<file path="config.mk">
export PLATFORM = sky130hd
export DESIGN_NAME = source_text_lexer
export DESIGN_NICKNAME = d
export VERILOG_FILES = /design/src/rtl/stl_pkg.sv /design/src/rtl/stl_front.sv /design/src/rtl/stl_cmd_fifo.sv /design/src/rtl/stl_scan.sv /design/src/rtl/stl_res_fifo.sv /design/src/rtl/source_text_lexer.sv
export SDC_FILE = /design/constraint.sdc
export NUM_CORES = 1
export LEC_CHECK = 0
export CAP_MARGIN = 20
export CORE_UTILIZATION = 69
export CTS_BUF_LIST = sky130_fd_sc_hd__clkbuf_8
export DETAILED_ROUTE_END_ITERATION = 10
export DONT_BUFFER_PORTS = 1
export PLACE_DENSITY = 0.9
export SLEW_MARGIN = 20
export SYNTH_ARGS = -nofsm -noshare
export SYNTH_HDL_FRONTEND = slang
export SYNTH_HIERARCHICAL = 1
export SYNTH_SLANG_ARGS = --single-unit
export TNS_END_PERCENT = 20
</file>
<file path="constraint.sdc">
create_clock -name clk -period 18.1 [get_ports clk]
set_clock_uncertainty 0.15 [all_clocks]
set_input_delay 3.62 -clock clk [delete_from_list [all_inputs] [get_ports clk]]
set_output_delay 3.62 -clock clk [all_outputs]
set_load 0.005 [all_outputs]
</file>
<file path="src/rtl/stl_pkg.sv">
// ----------------------------------------------------------------------------
// Source text lexer package
// Widths, token kind codes, character codes and shared types of the lexer.
// ----------------------------------------------------------------------------
package stl_pkg;

	// Sizing of the scan state.
	localparam int KEYWORD_CHARS   = 6;
	localparam int POSITION_BITS   = 32;
	localparam int LENGTH_BITS     = 16;
	localparam int WINDOW_BITS     = 8 * KEYWORD_CHARS;
	localparam int NUM_KEYWORDS    = 10;

	// Widths of the result fields on the ports.
	localparam int KIND_BITS       = 6;
	localparam int START_BITS      = 32;
	localparam int OUT_LENGTH_BITS = 16;

	// Queue depths; both must be powers of two so the pointers wrap by themselves.
	localparam int CMD_DEPTH       = 4;
	localparam int CMD_PTR_BITS    = $clog2(CMD_DEPTH);
	localparam int CMD_CNT_BITS    = $clog2(CMD_DEPTH + 1);
	localparam int RES_DEPTH       = 4;
	localparam int RES_PTR_BITS    = $clog2(RES_DEPTH);
	localparam int RES_CNT_BITS    = $clog2(RES_DEPTH + 1);

	localparam logic [LENGTH_BITS-1:0] LEN_MAX = '1;

	// Token kinds: operators, then keywords, then the other token classes.
	localparam logic [KIND_BITS-1:0] K_LPAREN   = KIND_BITS'(0);
	localparam logic [KIND_BITS-1:0] K_RPAREN   = KIND_BITS'(1);
	localparam logic [KIND_BITS-1:0] K_LBRACKET = KIND_BITS'(2);
	localparam logic [KIND_BITS-1:0] K_RBRACKET = KIND_BITS'(3);
	localparam logic [KIND_BITS-1:0] K_COMMA    = KIND_BITS'(4);
	localparam logic [KIND_BITS-1:0] K_PLUS     = KIND_BITS'(5);
	localparam logic [KIND_BITS-1:0] K_MINUS    = KIND_BITS'(6);
	localparam logic [KIND_BITS-1:0] K_STAR     = KIND_BITS'(7);
	localparam logic [KIND_BITS-1:0] K_SLASH    = KIND_BITS'(8);
	localparam logic [KIND_BITS-1:0] K_PERCENT  = KIND_BITS'(9);
	localparam logic [KIND_BITS-1:0] K_AND_AND  = KIND_BITS'(10);
	localparam logic [KIND_BITS-1:0] K_AMP      = KIND_BITS'(11);
	localparam logic [KIND_BITS-1:0] K_OR_OR    = KIND_BITS'(12);
	localparam logic [KIND_BITS-1:0] K_BAR      = KIND_BITS'(13);
	localparam logic [KIND_BITS-1:0] K_CARET    = KIND_BITS'(14);
	localparam logic [KIND_BITS-1:0] K_EQ_EQ    = KIND_BITS'(15);
	localparam logic [KIND_BITS-1:0] K_ASSIGN   = KIND_BITS'(16);
	localparam logic [KIND_BITS-1:0] K_NOT_EQ   = KIND_BITS'(17);
	localparam logic [KIND_BITS-1:0] K_BANG     = KIND_BITS'(18);
	localparam logic [KIND_BITS-1:0] K_TILDE    = KIND_BITS'(19);
	localparam logic [KIND_BITS-1:0] K_SHL      = KIND_BITS'(20);
	localparam logic [KIND_BITS-1:0] K_LE       = KIND_BITS'(21);
	localparam logic [KIND_BITS-1:0] K_LT       = KIND_BITS'(22);
	localparam logic [KIND_BITS-1:0] K_SHR      = KIND_BITS'(23);
	localparam logic [KIND_BITS-1:0] K_GE       = KIND_BITS'(24);
	localparam logic [KIND_BITS-1:0] K_GT       = KIND_BITS'(25);
	localparam logic [KIND_BITS-1:0] K_KEYWORD0 = KIND_BITS'(26);
	localparam logic [KIND_BITS-1:0] K_STRING   = KIND_BITS'(36);
	localparam logic [KIND_BITS-1:0] K_NUMBER   = KIND_BITS'(37);
	localparam logic [KIND_BITS-1:0] K_NAME     = KIND_BITS'(38);
	localparam logic [KIND_BITS-1:0] K_INVALID  = KIND_BITS'(39);
	localparam logic [KIND_BITS-1:0] K_END      = KIND_BITS'(40);

	// Characters with a role in classification or operator pairing.
	localparam logic [7:0] CH_TAB     = 8'h09;
	localparam logic [7:0] CH_LF      = 8'h0A;
	localparam logic [7:0] CH_CR      = 8'h0D;
	localparam logic [7:0] CH_SPACE   = 8'h20;
	localparam logic [7:0] CH_BANG    = 8'h21;
	localparam logic [7:0] CH_QUOTE   = 8'h22;
	localparam logic [7:0] CH_AMP     = 8'h26;
	localparam logic [7:0] CH_DIGIT0  = 8'h30;
	localparam logic [7:0] CH_DIGIT9  = 8'h39;
	localparam logic [7:0] CH_SEMI    = 8'h3B;
	localparam logic [7:0] CH_LT      = 8'h3C;
	localparam logic [7:0] CH_EQUAL   = 8'h3D;
	localparam logic [7:0] CH_GT      = 8'h3E;
	localparam logic [7:0] CH_UPPER_A = 8'h41;
	localparam logic [7:0] CH_UPPER_Z = 8'h5A;
	localparam logic [7:0] CH_UNDER   = 8'h5F;
	localparam logic [7:0] CH_LOWER_A = 8'h61;
	localparam logic [7:0] CH_LOWER_Z = 8'h7A;
	localparam logic [7:0] CH_BAR     = 8'h7C;

	typedef logic [KIND_BITS-1:0]     kind_t;
	typedef logic [POSITION_BITS-1:0] pos_t;
	typedef logic [LENGTH_BITS-1:0]   len_t;

	typedef enum logic [3:0] {
		CL_BLANK,
		CL_NEWLINE,
		CL_SEMI,
		CL_QUOTE,
		CL_DIGIT,
		CL_ALPHA,
		CL_LONE,
		CL_SINGLE,
		CL_OTHER
	} char_class_t;

	// A classified character on its way from the front to the scanner.
	typedef struct packed {
		logic        eot;
		logic [7:0]  ch;
		char_class_t cls;
		kind_t       op_kind;
	} cmd_t;

	// One result entry as it leaves the block.
	typedef struct packed {
		kind_t                      kind;
		logic [START_BITS-1:0]      start;
		logic [OUT_LENGTH_BITS-1:0] length;
		logic                       sat;
		logic                       last;
	} res_t;

	// Up to two result writes per scanned character.
	typedef struct packed {
		logic wr0;
		logic wr1;
		res_t r0;
		res_t r1;
	} res_wr_t;

endpackage

</file>
<file path="src/rtl/stl_front.sv">
// ----------------------------------------------------------------------------
// Lexer front end
// Accepts input transactions and tags each character with its class.
// ----------------------------------------------------------------------------
module stl_front import stl_pkg::*; (
	input  logic       push,
	output logic       full,
	input  logic [7:0] ch,
	input  logic       end_of_text,
	input  logic       fifo_full,
	output logic       fifo_wr,
	output cmd_t       cmd
);

	assign full    = fifo_full;
	assign fifo_wr = push & ~fifo_full;

	always_comb begin
		cmd.eot     = end_of_text;
		cmd.ch      = ch;
		cmd.cls     = CL_OTHER;
		cmd.op_kind = K_INVALID;
		priority if (ch == CH_LF) begin
			cmd.cls = CL_NEWLINE;
		end else if (ch == CH_TAB || ch == CH_SPACE || ch == CH_CR) begin
			cmd.cls = CL_BLANK;
		end else if (ch == CH_SEMI) begin
			cmd.cls = CL_SEMI;
		end else if (ch == CH_QUOTE) begin
			cmd.cls = CL_QUOTE;
		end else if (ch >= CH_DIGIT0 && ch <= CH_DIGIT9) begin
			cmd.cls = CL_DIGIT;
		end else if ((ch >= CH_LOWER_A && ch <= CH_LOWER_Z) ||
				(ch >= CH_UPPER_A && ch <= CH_UPPER_Z) || ch == CH_UNDER) begin
			cmd.cls = CL_ALPHA;
		end else begin
			// Operators that may start a two-character form wait for the next one.
			unique case (ch)
				CH_AMP:   begin cmd.cls = CL_LONE;   cmd.op_kind = K_AMP;      end
				CH_BAR:   begin cmd.cls = CL_LONE;   cmd.op_kind = K_BAR;      end
				CH_EQUAL: begin cmd.cls = CL_LONE;   cmd.op_kind = K_ASSIGN;   end
				CH_BANG:  begin cmd.cls = CL_LONE;   cmd.op_kind = K_BANG;     end
				CH_LT:    begin cmd.cls = CL_LONE;   cmd.op_kind = K_LT;       end
				CH_GT:    begin cmd.cls = CL_LONE;   cmd.op_kind = K_GT;       end
				"(":      begin cmd.cls = CL_SINGLE; cmd.op_kind = K_LPAREN;   end
				")":      begin cmd.cls = CL_SINGLE; cmd.op_kind = K_RPAREN;   end
				"[":      begin cmd.cls = CL_SINGLE; cmd.op_kind = K_LBRACKET; end
				"]":      begin cmd.cls = CL_SINGLE; cmd.op_kind = K_RBRACKET; end
				",":      begin cmd.cls = CL_SINGLE; cmd.op_kind = K_COMMA;    end
				"+":      begin cmd.cls = CL_SINGLE; cmd.op_kind = K_PLUS;     end
				"-":      begin cmd.cls = CL_SINGLE; cmd.op_kind = K_MINUS;    end
				"*":      begin cmd.cls = CL_SINGLE; cmd.op_kind = K_STAR;     end
				"/":      begin cmd.cls = CL_SINGLE; cmd.op_kind = K_SLASH;    end
				"%":      begin cmd.cls = CL_SINGLE; cmd.op_kind = K_PERCENT;  end
				"^":      begin cmd.cls = CL_SINGLE; cmd.op_kind = K_CARET;    end
				"~":      begin cmd.cls = CL_SINGLE; cmd.op_kind = K_TILDE;    end
				default:  begin cmd.cls = CL_OTHER;  cmd.op_kind = K_INVALID;  end
			endcase
		end
	end

endmodule

</file>
<file path="src/rtl/stl_cmd_fifo.sv">
// ----------------------------------------------------------------------------
// Lexer command queue
// Short queue of classified characters between the front end and the scanner.
// ----------------------------------------------------------------------------
module stl_cmd_fifo import stl_pkg::*; (
	input  logic clk,
	input  logic arst_n,
	input  logic wr,
	input  cmd_t wr_data,
	output logic full,
	input  logic rd,
	output cmd_t rd_data,
	output logic empty
);

	cmd_t                    mem_q [CMD_DEPTH];
	logic [CMD_PTR_BITS-1:0] wr_ptr_q;
	logic [CMD_PTR_BITS-1:0] rd_ptr_q;
	logic [CMD_CNT_BITS-1:0] count_q;

	assign full    = (count_q == CMD_CNT_BITS'(CMD_DEPTH));
	assign empty   = (count_q == '0);
	assign rd_data = mem_q[rd_ptr_q];

	always_ff @(posedge clk or negedge arst_n) begin
		if (!arst_n) begin
			wr_ptr_q <= '0;
			rd_ptr_q <= '0;
			count_q  <= '0;
		end else begin
			if (wr) wr_ptr_q <= wr_ptr_q + CMD_PTR_BITS'(1);
			if (rd) rd_ptr_q <= rd_ptr_q + CMD_PTR_BITS'(1);
			count_q <= count_q + CMD_CNT_BITS'(wr) - CMD_CNT_BITS'(rd);
		end
	end

	always_ff @(posedge clk) begin
		if (wr) mem_q[wr_ptr_q] <= wr_data;
	end

endmodule

</file>
<file path="src/rtl/stl_scan.sv">
// ----------------------------------------------------------------------------
// Lexer scanner
// Runs the scan state machine, one classified character per cycle while there is room.
// ----------------------------------------------------------------------------
module stl_scan import stl_pkg::*; (
	input  logic    clk,
	input  logic    arst_n,
	input  logic    cmd_valid,
	input  cmd_t    cmd,
	output logic    cmd_pop,
	input  logic    room,
	output res_wr_t res_wr
);

	localparam logic [2:0] MODE_IDLE    = 3'd0;
	localparam logic [2:0] MODE_COMMENT = 3'd1;
	localparam logic [2:0] MODE_OPER    = 3'd2;
	localparam logic [2:0] MODE_NUMBER  = 3'd3;
	localparam logic [2:0] MODE_NAME    = 3'd4;
	localparam logic [2:0] MODE_STRING  = 3'd5;

	typedef struct packed {
		logic  v;
		kind_t kind;
		pos_t  start;
		len_t  len;
		logic  sat;
	} emit_t;

	// Keyword text, first character in the low byte, zero padded.
	function automatic logic [WINDOW_BITS-1:0] kw_pattern(input int k);
		logic [63:0]            txt;
		int                     n;
		logic [WINDOW_BITS-1:0] pat;
		txt = '0;
		n   = 0;
		pat = '0;
		unique case (k)
			0:       begin txt = 64'("local");  n = 5; end
			1:       begin txt = 64'("if");     n = 2; end
			2:       begin txt = 64'("then");   n = 4; end
			3:       begin txt = 64'("else");   n = 4; end
			4:       begin txt = 64'("end");    n = 3; end
			5:       begin txt = 64'("while");  n = 5; end
			6:       begin txt = 64'("do");     n = 2; end
			7:       begin txt = 64'("sub");    n = 3; end
			8:       begin txt = 64'("return"); n = 6; end
			9:       begin txt = 64'("byte");   n = 4; end
			default: begin txt = '0;            n = 0; end
		endcase
		for (int i = 0; i < KEYWORD_CHARS; i++) begin
			if (i < n) pat[8*i +: 8] = txt[8*(n-1-i) +: 8];
		end
		return pat;
	endfunction

	logic [2:0]             mode_q,  mode_d;
	pos_t                   pos_q,   pos_d;
	logic [7:0]             pend_ch_q, pend_ch_d;
	kind_t                  pend_kind_q, pend_kind_d;
	pos_t                   start_q, start_d;
	len_t                   len_q,   len_d;
	logic                   over_q,  over_d;
	logic [WINDOW_BITS-1:0] win_q,   win_d;

	logic  go;
	len_t  g_len;
	logic  g_over;
	kind_t name_k;
	logic  pair_hit;
	kind_t pair_k;
	emit_t e0, e1, first;
	logic  do_begin;

	assign go      = cmd_valid & room;
	assign cmd_pop = go;

	// Saturating growth of the open token.
	assign g_over = over_q | (len_q == LEN_MAX);
	assign g_len  = (len_q == LEN_MAX) ? len_q : len_q + LENGTH_BITS'(1);

	always_comb begin
		name_k = K_NAME;
		if (!over_q && len_q <= LENGTH_BITS'(KEYWORD_CHARS)) begin
			for (int k = 0; k < NUM_KEYWORDS; k++) begin
				if (win_q == kw_pattern(k)) name_k = KIND_BITS'(K_KEYWORD0 + k);
			end
		end
	end

	always_comb begin
		pair_hit = 1'b0;
		pair_k   = K_INVALID;
		if (cmd.ch == pend_ch_q) begin
			unique case (pend_ch_q)
				CH_AMP:   begin pair_hit = 1'b1; pair_k = K_AND_AND; end
				CH_BAR:   begin pair_hit = 1'b1; pair_k = K_OR_OR;   end
				CH_EQUAL: begin pair_hit = 1'b1; pair_k = K_EQ_EQ;   end
				CH_LT:    begin pair_hit = 1'b1; pair_k = K_SHL;     end
				CH_GT:    begin pair_hit = 1'b1; pair_k = K_SHR;     end
				default:  begin pair_hit = 1'b0; pair_k = K_INVALID; end
			endcase
		end else if (cmd.ch == CH_EQUAL) begin
			unique case (pend_ch_q)
				CH_BANG:  begin pair_hit = 1'b1; pair_k = K_NOT_EQ;  end
				CH_LT:    begin pair_hit = 1'b1; pair_k = K_LE;      end
				CH_GT:    begin pair_hit = 1'b1; pair_k = K_GE;      end
				default:  begin pair_hit = 1'b0; pair_k = K_INVALID; end
			endcase
		end
	end

	always_comb begin
		mode_d      = mode_q;
		pos_d       = pos_q;
		pend_ch_d   = pend_ch_q;
		pend_kind_d = pend_kind_q;
		start_d     = start_q;
		len_d       = len_q;
		over_d      = over_q;
		win_d       = win_q;
		e0          = '0;
		e1          = '0;
		do_begin    = 1'b0;

		if (cmd.eot) begin
			// Flush the open token, then the end marker, then back to reset.
			unique case (mode_q)
				MODE_OPER:   e0 = {1'b1, pend_kind_q, start_q, LENGTH_BITS'(1), 1'b0};
				MODE_NUMBER: e0 = {1'b1, K_NUMBER, start_q, len_q, over_q};
				MODE_NAME:   e0 = {1'b1, name_k, start_q, len_q, over_q};
				MODE_STRING: e0 = {1'b1, K_INVALID, start_q, len_q, over_q};
				default:     e0 = '0;
			endcase
			e1          = {1'b1, K_END, pos_q, LENGTH_BITS'(0), 1'b0};
			mode_d      = MODE_IDLE;
			pos_d       = '0;
			pend_ch_d   = '0;
			pend_kind_d = '0;
			start_d     = '0;
			len_d       = '0;
			over_d      = 1'b0;
			win_d       = '0;
		end else begin
			pos_d = pos_q + POSITION_BITS'(1);
			unique case (mode_q)
				MODE_COMMENT: begin
					if (cmd.cls == CL_NEWLINE) mode_d = MODE_IDLE;
				end
				MODE_STRING: begin
					len_d  = g_len;
					over_d = g_over;
					if (cmd.cls == CL_QUOTE) begin
						e0     = {1'b1, K_STRING, start_q, g_len, g_over};
						mode_d = MODE_IDLE;
					end
				end
				MODE_NUMBER: begin
					if (cmd.cls == CL_DIGIT) begin
						len_d  = g_len;
						over_d = g_over;
					end else begin
						e0       = {1'b1, K_NUMBER, start_q, len_q, over_q};
						do_begin = 1'b1;
					end
				end
				MODE_NAME: begin
					if (cmd.cls == CL_ALPHA || cmd.cls == CL_DIGIT) begin
						for (int i = 0; i < KEYWORD_CHARS; i++) begin
							if (!over_q && len_q == LENGTH_BITS'(i)) win_d[8*i +: 8] = cmd.ch;
						end
						len_d  = g_len;
						over_d = g_over;
					end else begin
						e0       = {1'b1, name_k, start_q, len_q, over_q};
						do_begin = 1'b1;
					end
				end
				MODE_OPER: begin
					if (pair_hit) begin
						e0     = {1'b1, pair_k, start_q, LENGTH_BITS'(2), 1'b0};
						mode_d = MODE_IDLE;
					end else begin
						e0       = {1'b1, pend_kind_q, start_q, LENGTH_BITS'(1), 1'b0};
						do_begin = 1'b1;
					end
				end
				default: do_begin = 1'b1;
			endcase

			if (do_begin) begin
				mode_d  = MODE_IDLE;
				start_d = pos_q;
				len_d   = LENGTH_BITS'(1);
				over_d  = 1'b0;
				unique case (cmd.cls)
					CL_BLANK, CL_NEWLINE: mode_d = MODE_IDLE;
					CL_SEMI:  mode_d = MODE_COMMENT;
					CL_QUOTE: mode_d = MODE_STRING;
					CL_DIGIT: mode_d = MODE_NUMBER;
					CL_ALPHA: begin
						win_d  = WINDOW_BITS'(cmd.ch);
						mode_d = MODE_NAME;
					end
					CL_LONE: begin
						pend_ch_d   = cmd.ch;
						pend_kind_d = cmd.op_kind;
						mode_d      = MODE_OPER;
					end
					default: e1 = {1'b1, cmd.op_kind, pos_q, LENGTH_BITS'(1), 1'b0};
				endcase
			end
		end
	end

	// Pack the emissions into the result queue, oldest first.
	assign first         = e0.v ? e0 : e1;
	assign res_wr.wr0    = go & (e0.v | e1.v);
	assign res_wr.wr1    = go & e0.v & e1.v;
	assign res_wr.r0     = {first.kind, START_BITS'(first.start),
		OUT_LENGTH_BITS'(first.len), first.sat, ~(e0.v & e1.v)};
	assign res_wr.r1     = {e1.kind, START_BITS'(e1.start),
		OUT_LENGTH_BITS'(e1.len), e1.sat, 1'b1};

	always_ff @(posedge clk or negedge arst_n) begin
		if (!arst_n) begin
			mode_q      <= MODE_IDLE;
			pos_q       <= '0;
			pend_ch_q   <= '0;
			pend_kind_q <= '0;
			start_q     <= '0;
			len_q       <= '0;
			over_q      <= 1'b0;
			win_q       <= '0;
		end else if (go) begin
			mode_q      <= mode_d;
			pos_q       <= pos_d;
			pend_ch_q   <= pend_ch_d;
			pend_kind_q <= pend_kind_d;
			start_q     <= start_d;
			len_q       <= len_d;
			over_q      <= over_d;
			win_q       <= win_d;
		end
	end

endmodule

</file>
<file path="src/rtl/stl_res_fifo.sv">
// ----------------------------------------------------------------------------
// Lexer result queue
// Takes up to two results per cycle from the scanner, hands out one per pop.
// ----------------------------------------------------------------------------
module stl_res_fifo import stl_pkg::*; (
	input  logic    clk,
	input  logic    arst_n,
	input  res_wr_t res_wr,
	output logic    room,
	input  logic    pop,
	output logic    empty,
	output res_t    head
);

	res_t                    mem_q [RES_DEPTH];
	logic [RES_PTR_BITS-1:0] wr_ptr_q;
	logic [RES_PTR_BITS-1:0] rd_ptr_q;
	logic [RES_CNT_BITS-1:0] count_q;
	logic                    rd;

	assign empty = (count_q == '0);
	assign room  = (count_q <= RES_CNT_BITS'(RES_DEPTH - 2));
	assign rd    = pop & ~empty;
	assign head  = mem_q[rd_ptr_q];

	always_ff @(posedge clk or negedge arst_n) begin
		if (!arst_n) begin
			wr_ptr_q <= '0;
			rd_ptr_q <= '0;
			count_q  <= '0;
		end else begin
			wr_ptr_q <= wr_ptr_q + RES_PTR_BITS'(res_wr.wr0) + RES_PTR_BITS'(res_wr.wr1);
			if (rd) rd_ptr_q <= rd_ptr_q + RES_PTR_BITS'(1);
			count_q <= count_q + RES_CNT_BITS'(res_wr.wr0) + RES_CNT_BITS'(res_wr.wr1)
				- RES_CNT_BITS'(rd);
		end
	end

	always_ff @(posedge clk) begin
		if (res_wr.wr0) mem_q[wr_ptr_q] <= res_wr.r0;
		if (res_wr.wr1) mem_q[wr_ptr_q + RES_PTR_BITS'(1)] <= res_wr.r1;
	end

endmodule

</file>
<file path="src/rtl/source_text_lexer.sv">
// ----------------------------------------------------------------------------
// Source text lexer
// Streaming tokenizer: one text byte in, tokens out as kind, start and length.
// ----------------------------------------------------------------------------
// The lexer takes one character per clock cycle while not stalled and emits
// tokens (operators, keywords, strings, numbers, identifiers, invalid
// characters and an end marker) as kind, start offset and saturating length.
// A transaction on the input side enters a four-entry command queue; the
// scanner takes one command per cycle while the four-entry result queue has
// two free entries and writes the results it causes, up to two, into that
// queue in the same cycle. The first result of a character passes the command
// queue and the scanner before it is visible on the output. The rate on the
// input side is thus one character per cycle as long as results are popped
// about as fast as they are made; a character that ends one token and starts
// a one-character operator puts two results in the queue and so costs two
// pops. When the command queue fills, full stays high until the consumer pops.
// ----------------------------------------------------------------------------
module source_text_lexer import stl_pkg::*; (
	input  logic                       clk,
	input  logic                       arst_n,
	input  logic                       push,
	output logic                       full,
	input  logic [7:0]                 ch,
	input  logic                       end_of_text,
	output logic                       empty,
	input  logic                       pop,
	output logic [KIND_BITS-1:0]       kind,
	output logic [START_BITS-1:0]      start_res,
	output logic [OUT_LENGTH_BITS-1:0] length,
	output logic                       length_saturated,
	output logic                       last
);

	// Front end to command queue.
	logic    cmd_wr;
	cmd_t    cmd_in;
	logic    cmd_full;

	// Command queue to scanner.
	logic    cmd_empty;
	cmd_t    cmd_head;
	logic    cmd_pop;

	// Scanner to result queue.
	res_wr_t res_wr;
	logic    res_room;
	res_t    res_head;

	// The front end only classifies; the handshake follows the command queue.
	stl_front u_front (
		.push        (push),
		.full        (full),
		.ch          (ch),
		.end_of_text (end_of_text),
		.fifo_full   (cmd_full),
		.fifo_wr     (cmd_wr),
		.cmd         (cmd_in)
	);

	stl_cmd_fifo u_cmd_fifo (
		.clk     (clk),
		.arst_n  (arst_n),
		.wr      (cmd_wr),
		.wr_data (cmd_in),
		.full    (cmd_full),
		.rd      (cmd_pop),
		.rd_data (cmd_head),
		.empty   (cmd_empty)
	);

	// The scanner holds the whole token state, including the text offset, which
	// returns to zero after each end-of-text marker.
	stl_scan u_scan (
		.clk       (clk),
		.arst_n    (arst_n),
		.cmd_valid (~cmd_empty),
		.cmd       (cmd_head),
		.cmd_pop   (cmd_pop),
		.room      (res_room),
		.res_wr    (res_wr)
	);

	stl_res_fifo u_res_fifo (
		.clk    (clk),
		.arst_n (arst_n),
		.res_wr (res_wr),
		.room   (res_room),
		.pop    (pop),
		.empty  (empty),
		.head   (res_head)
	);

	assign kind             = res_head.kind;
	assign start_res        = res_head.start;
	assign length           = res_head.length;
	assign length_saturated = res_head.sat;
	assign last             = res_head.last;

endmodule

</file>
# After elaboration in Yosys (flattened, before gate mapping)
# Memories as Yosys holds them, arrays and structs flattened.
# Cells that the tools add are included.
[word_totals]
mem_count = 2
register_bits = 160
ram_bits = 300
input_bits = 13
[memory_table]
columns = ["name", "depth", "word_bits", "read_ports", "rd_ports_with_merged_regs", "write_ports", "line", "source"]
rows = [
  ["u_res_fifo.mem_q", 4, 56, 1, 0, 2, "stl_res_fifo.sv:15", "res_t mem_q [RES_DEPTH];"],
  ["u_cmd_fifo.mem_q", 4, 19, 1, 0, 1, "stl_cmd_fifo.sv:16", "cmd_t mem_q [CMD_DEPTH];"],
]
[op_classes]
magnitude_cmp = 38
shift = 60
mux = 227
n_bitwise = 13
n_reduce_logical = 32
n_addsub = 43
n_eq_ne = 66
[op_table]
columns = ["operator", "count"]
rows = [
  ["variable part select 64 x 32 -> 8 bit", 60],
  ["2-to-1 mux 8 bit", 129],
  ["2-to-1 mux 64 bit", 10],
  ["equality test 48 bit", 10],
  ["one-hot mux 56 bit (4 select lines)", 2],
  ["2-to-1 mux 56 bit", 7],
  ["less-than comparator 3 x 32 -> 1 bit, first input constant", 10],
  ["less-than comparator 4 x 32 -> 1 bit, first input constant", 10],
  ["subtractor 29 x 2 -> 29 bit, second input constant", 10],
  ["subtractor 29 x 3 -> 29 bit, second input constant", 10],
  ["subtractor 29 x 4 -> 29 bit, second input constant", 10],
  ["2-to-1 mux 32 bit", 8],
  ["2-to-1 mux 48 bit", 5],
  ["one-hot mux 10 bit (18 select lines)", 1],
  ["equality test 8 x 6 -> 1 bit, second input constant", 22],
  ["less-than comparator 1 x 32 -> 1 bit, first input constant", 5],
  ["less-than comparator 2 x 32 -> 1 bit, first input constant", 5],
  ["2-to-1 mux 6 bit", 22],
  ["2-to-1 mux 55 bit", 2],
  ["2-to-1 mux 16 bit", 5],
  ["equality test 8 x 7 -> 1 bit, second input constant", 7],
  ["one-hot mux 16 bit (3 select lines)", 1],
  ["adder 32 x 1 -> 32 bit, second input constant", 1],
  ["equality test 16 x 2 -> 1 bit, second input constant", 2],
  ["other kinds (51)", 125],
]

# Logic depth before layout (Yosys ltp)
[logic_depth]
ltp_word = 28
depth_mapped = 17

# By module
# The synthesis kept the hierarchy.
[by_module_without_submodules]
columns = ["module", "cells_each", "seq_area_each_um2", "area_each_um2", "n_inst"]
rows = [
  ["stl_res_fifo", 579, 6901.6, 11408.4, 1],
  ["stl_scan", 1028, 3653.5, 9371.5, 1],
  ["stl_cmd_fifo", 133, 2457.4, 3131.8, 1],
  ["stl_front", 112, 0.0, 738.2, 1],
  ["source_text_lexer", 1, 0.0, 3.8, 1],
]

# Worst setup path before layout
# No wires, ideal clock.
[synth_timing]
path_kind = "reg-to-reg"
startpoint = "register u_cmd_fifo.rd_ptr_q[0]"
endpoint = "memory u_res_fifo/mem_q[0][0] (netlist bit), enable pin"
stages_incl_launch_ff = 14
synth_period_minus_slack_ns = 7.560
arrival_ns = 6.857
path_slack_ns = 10.540
path_cell_list = "dfrtp_1 -> buf_6 -> mux4_2 -> clkbuf_1 -> xnor2_1 -> nand4_1 -> or4_1 -> buf_2 -> a31oi_4 -> nor2_1 -> nor2_1 -> a21oi_1 -> inv_1 -> o31ai_1"
[synth_lines]
columns = ["item", "line", "source"]
rows = [
  ["start: declaration", "stl_cmd_fifo.sv:18", "logic [CMD_PTR_BITS-1:0] rd_ptr_q;"],
  ["start signal: assignment", "stl_cmd_fifo.sv:32", "if (rd) rd_ptr_q <= rd_ptr_q + CMD_PTR_BITS'(1);"],
  ["end: declaration", "stl_res_fifo.sv:15", ""],
]

# Worst setup path after layout
[layout_timing]
startpoint = "register u_res_fifo.rd_ptr_q[0]"
endpoint = "output kind[4]"
[layout_via]
elab_chain_cells = 1
[layout_rtl]
columns = ["item", "line", "source"]
rows = [
  ["start: declaration", "stl_res_fifo.sv:17", "logic [RES_PTR_BITS-1:0] rd_ptr_q;"],
  ["start signal: assignment", "stl_res_fifo.sv:33", "if (rd) rd_ptr_q <= rd_ptr_q + RES_PTR_BITS'(1);"],
  ["memory read (4 x 56 bit)", "--", ""],
  ["end: declaration", "source_text_lexer.sv:27", "output logic [KIND_BITS-1:0] kind,"],
]
# Every way passes these cells.

==> results.json <==
{
  "antenna_found_initial": 0,
  "worstPathArrival_ps": 2740,
  "cts_setup_buffers": 0,
  "synth_top_area_cell": "edfxtp_1",
  "fp-row-count": 68,
  "maxCapViolCount": 0,
  "final-setup-viol-count": 0,
  "tns_ps": 0,
  "crit_chain": "buf_4 > mux4_2",
  "postCtsHoldBufs": 0,
  "track_usage_pct": 32.3,
  "coreArea_mm2": 0.0349,
  "root_buffer": "clkbuf_8",
  "cts.repair.resized": 0,
  "num_vias": 16351,
  "cts_buffers": 74,
  "die_x_um": 191,
  "place_hpwl_mm": 36.4,
  "worst-path-max-fanout": 39,
  "io_pins": 71,
  "area_growth_syn_to_layout_pct": 5.47,
  "clock.fmax_ghz": 0.154,
  "slew_headroom_pct": 24.2,
  "routabilityCongestion": 0.966,
  "portBuffers": 0,
  "cp_slowest_stage_delay_ps": 740,
  "rsz0062_at_grt": "false",
  "tightestPinTransition_ps": 1130,
  "diodes": 0,
  "drtIter0Drc": 1589,
  "drive_above_1_share_pct": 24.3,
  "instances_no_fill": 2325,
  "clock-sinks": 460,
  "maxSlewViolCount": 0,
  "crit_slowest_cell": "buf_4",
  "vdd_drop_max_mv": 0.132,
  "drt_wl_total_mm": 57.6,
  "synth_edf_count": 300,
  "die_h_um": 191,
  "min_period_ps": 6510,
  "synth.area.top_cells": "edfxtp_1 (37%), dfrtp_1 (16%), mux2_2 (7.3%), mux4_2 (6.8%), mux2_4 (4.1%)",
  "dieArea_mm2": 0.0365,
  "setup_ws_ps": 11590,
  "async_reset_ff_share_pct": 34.8,
  "netlist_instances": 1853,
  "hold_class": "reg2reg",
  "placedCellCount": 2190,
  "syn_area_per_cell_um2": 13.3,
  "remaining_drc_errors": 0,
  "first_global_vias": 16497,
  "synth_seq_area_share_pct": 52.8,
  "cpLargestDelayFamily": "buffers and inverters",
  "grt_max_degree": 161,
  "synth_seq_cells": 460,
  "cts_buffer_depth": 3,
  "critPathKind": "reg2out",
  "synth_top_area_share_pct": 36.5,
  "leakage_uw": 0.0100,
  "antenna_left": 0,
  "required_ps": 14330,
  "hold_violations": 0,
  "nNetsFinal": 1842,
  "cts_tree": "yes",
  "clk_pin_slew_ps": 60,
  "yosys_warnings": 6,
  "worst_setup_path_start_kind": "flop",
  "placed_area_mm2": 0.0246,
  "grt-ovfl-total": 0,
  "syn-cell-area_mm2": 0.0247,
  "p_per_area_mw_per_mm2": 149,
  "cp_num_buf_inv": 1,
  "start_util_pct": 70.7,
  "clk_latency_ps": 620,
  "grt_pass1_wl_mm": 91.0,
  "wl_per_cell_um": 24.8,
  "viasPerCell": 7.03,
  "final_area_mm2": 0.0260,
  "status": "finished, final reports clean",
  "netlist-cell-type-count": 97,
  "dr.pass1.iters": 7,
  "finalCritPeriodShare_pct": 35.9,
  "htreeDepth": 3,
  "synth_flop_cell": "edfxtp_1",
  "endpoint_kind": "output port",
  "pre_cts_ws_ps": 11540
}
==> Yosys cell counts (all sizes together) (13+ instances only) <==
cell type / n
dfrtp: 160
nor2b: 22
and3: 21
o21ai: 67
nor4: 19
nand3: 38
clkbuf: 58
mux4: 75
ha: 13
mux2: 266
buf: 95
or3: 17
xor2: 15
nand2: 105
and2: 43
nor2: 79
inv: 30
a21oi: 68
xnor2: 21
a32o: 43
edfxtp: 300
nor3: 41
a22o: 44
nand4: 23
==> placed cells by master (no fill, tap or decap), types with 15 or more instances in the layout <==
master	netlist	final
conb_1	2	17
mux2_4	67	67
nor2b_1	22	21
edfxtp_1	300	300
clkinv_1	1	16
or3_1	17	17
xnor2_1	21	21
a32o_1	43	43
nor4_1	17	17
buf_4	39	19
mux2_2	159	159
and3_1	21	21
and2_1	40	40
inv_1	30	59
nand3_1	37	36
nand2_1	104	103
nand4_1	23	23
dfrtp_1	160	158
clkbuf_8	0	77
a22o_1	44	44
mux4_2	74	74
nor2_1	75	73
o21ai_0	56	56
mux2_1	40	40
xor2_1	15	15
a21oi_1	68	68
nor3_1	37	37
==> registers in the layout, indices dropped and copies added (netlist names) <==
signal,count
u_res_fifo/mem_q,224
u_scan/win_q,48
u_cmd_fifo/mem_q,76
u_scan/pos_q,32
u_cmd_fifo/rd_ptr_q,2
u_scan/len_q,16
u_scan/mode_q,3
u_scan/pend_kind_q,6
u_res_fifo/wr_ptr_q,2
u_scan/over_q,1
u_cmd_fifo/wr_ptr_q,2
u_res_fifo/rd_ptr_q,2
u_scan/pend_ch_q,8
u_res_fifo/count_q,3
u_cmd_fifo/count_q,3
u_scan/start_q,32
==> metal layers <==
metal	vias to the layer above	GRT usage, %	routed length [um]
met5	-	0	0
met4	0	12.1	1590
met3	133	5.71	4510
met2	868	53.9	28800
met1	8260	42.5	22800
li1	7090	-	-
==> kinds of logic after synthesis <==
group | share of synthesized area (%)
AOI/OAI and AO/OA | 9.59
xor gates and xnor gates | 1.28
adders and majority gates | 1.03
buffers and inverters | 4.06
DFF | 52.8
muxes | 20.3
other | 0.0305
and+or+nand+nor | 11.0
==> power by group <==
| group | internal, uW | total [uW] | switching [uW] |
|---|---|---|---|
| combinational | 573 | 1470 | 896 |
| clock | 425 | 831 | 406 |
| sequential | 1430 | 1580 | 146 |
==> per-stage QoR <==
stage                     hold WS, ps  utilization, %  total power (uW)
after floorplan                   308               -              2660
after global placement            322            70.5              2970
after detailed placement          328            70.6              3040
after CTS                         339            74.5              3880
after global routing              358            74.5              4060
final                             346            74.5              3880
==> final cells by class <==
class                           instances  area [um2]
Sequential cell                       460       13000
Timing Repair Buffer                   21         181
Multi-Input combinational cell       1224       10800
Inverter                               31         116
Clock inverter                         57         298
Tap cell                              455         569
Fill cell                            2076        8880
Clock buffer                           77        1060
==> worst paths after layout <==
path,slack (ps),start,end,cells after the start
worst min register to register,350,u_scan/win_q[44],u_scan/win_q[44],1
worst min-delay path,350,u_scan/win_q[44],u_scan/win_q[44],1
min in group asynchronous,2550,arst_n,u_scan/pend_kind_q[2],0
worst max-delay path,11590,u_res_fifo/rd_ptr_q[0],kind[4],2
worst max register to register,11760,u_cmd_fifo/rd_ptr_q[0],u_res_fifo/mem_q[3][25],12
max in group asynchronous,14780,arst_n,u_scan/len_q[13],0
No activity file was read; power rests on OpenSTA's default activity.
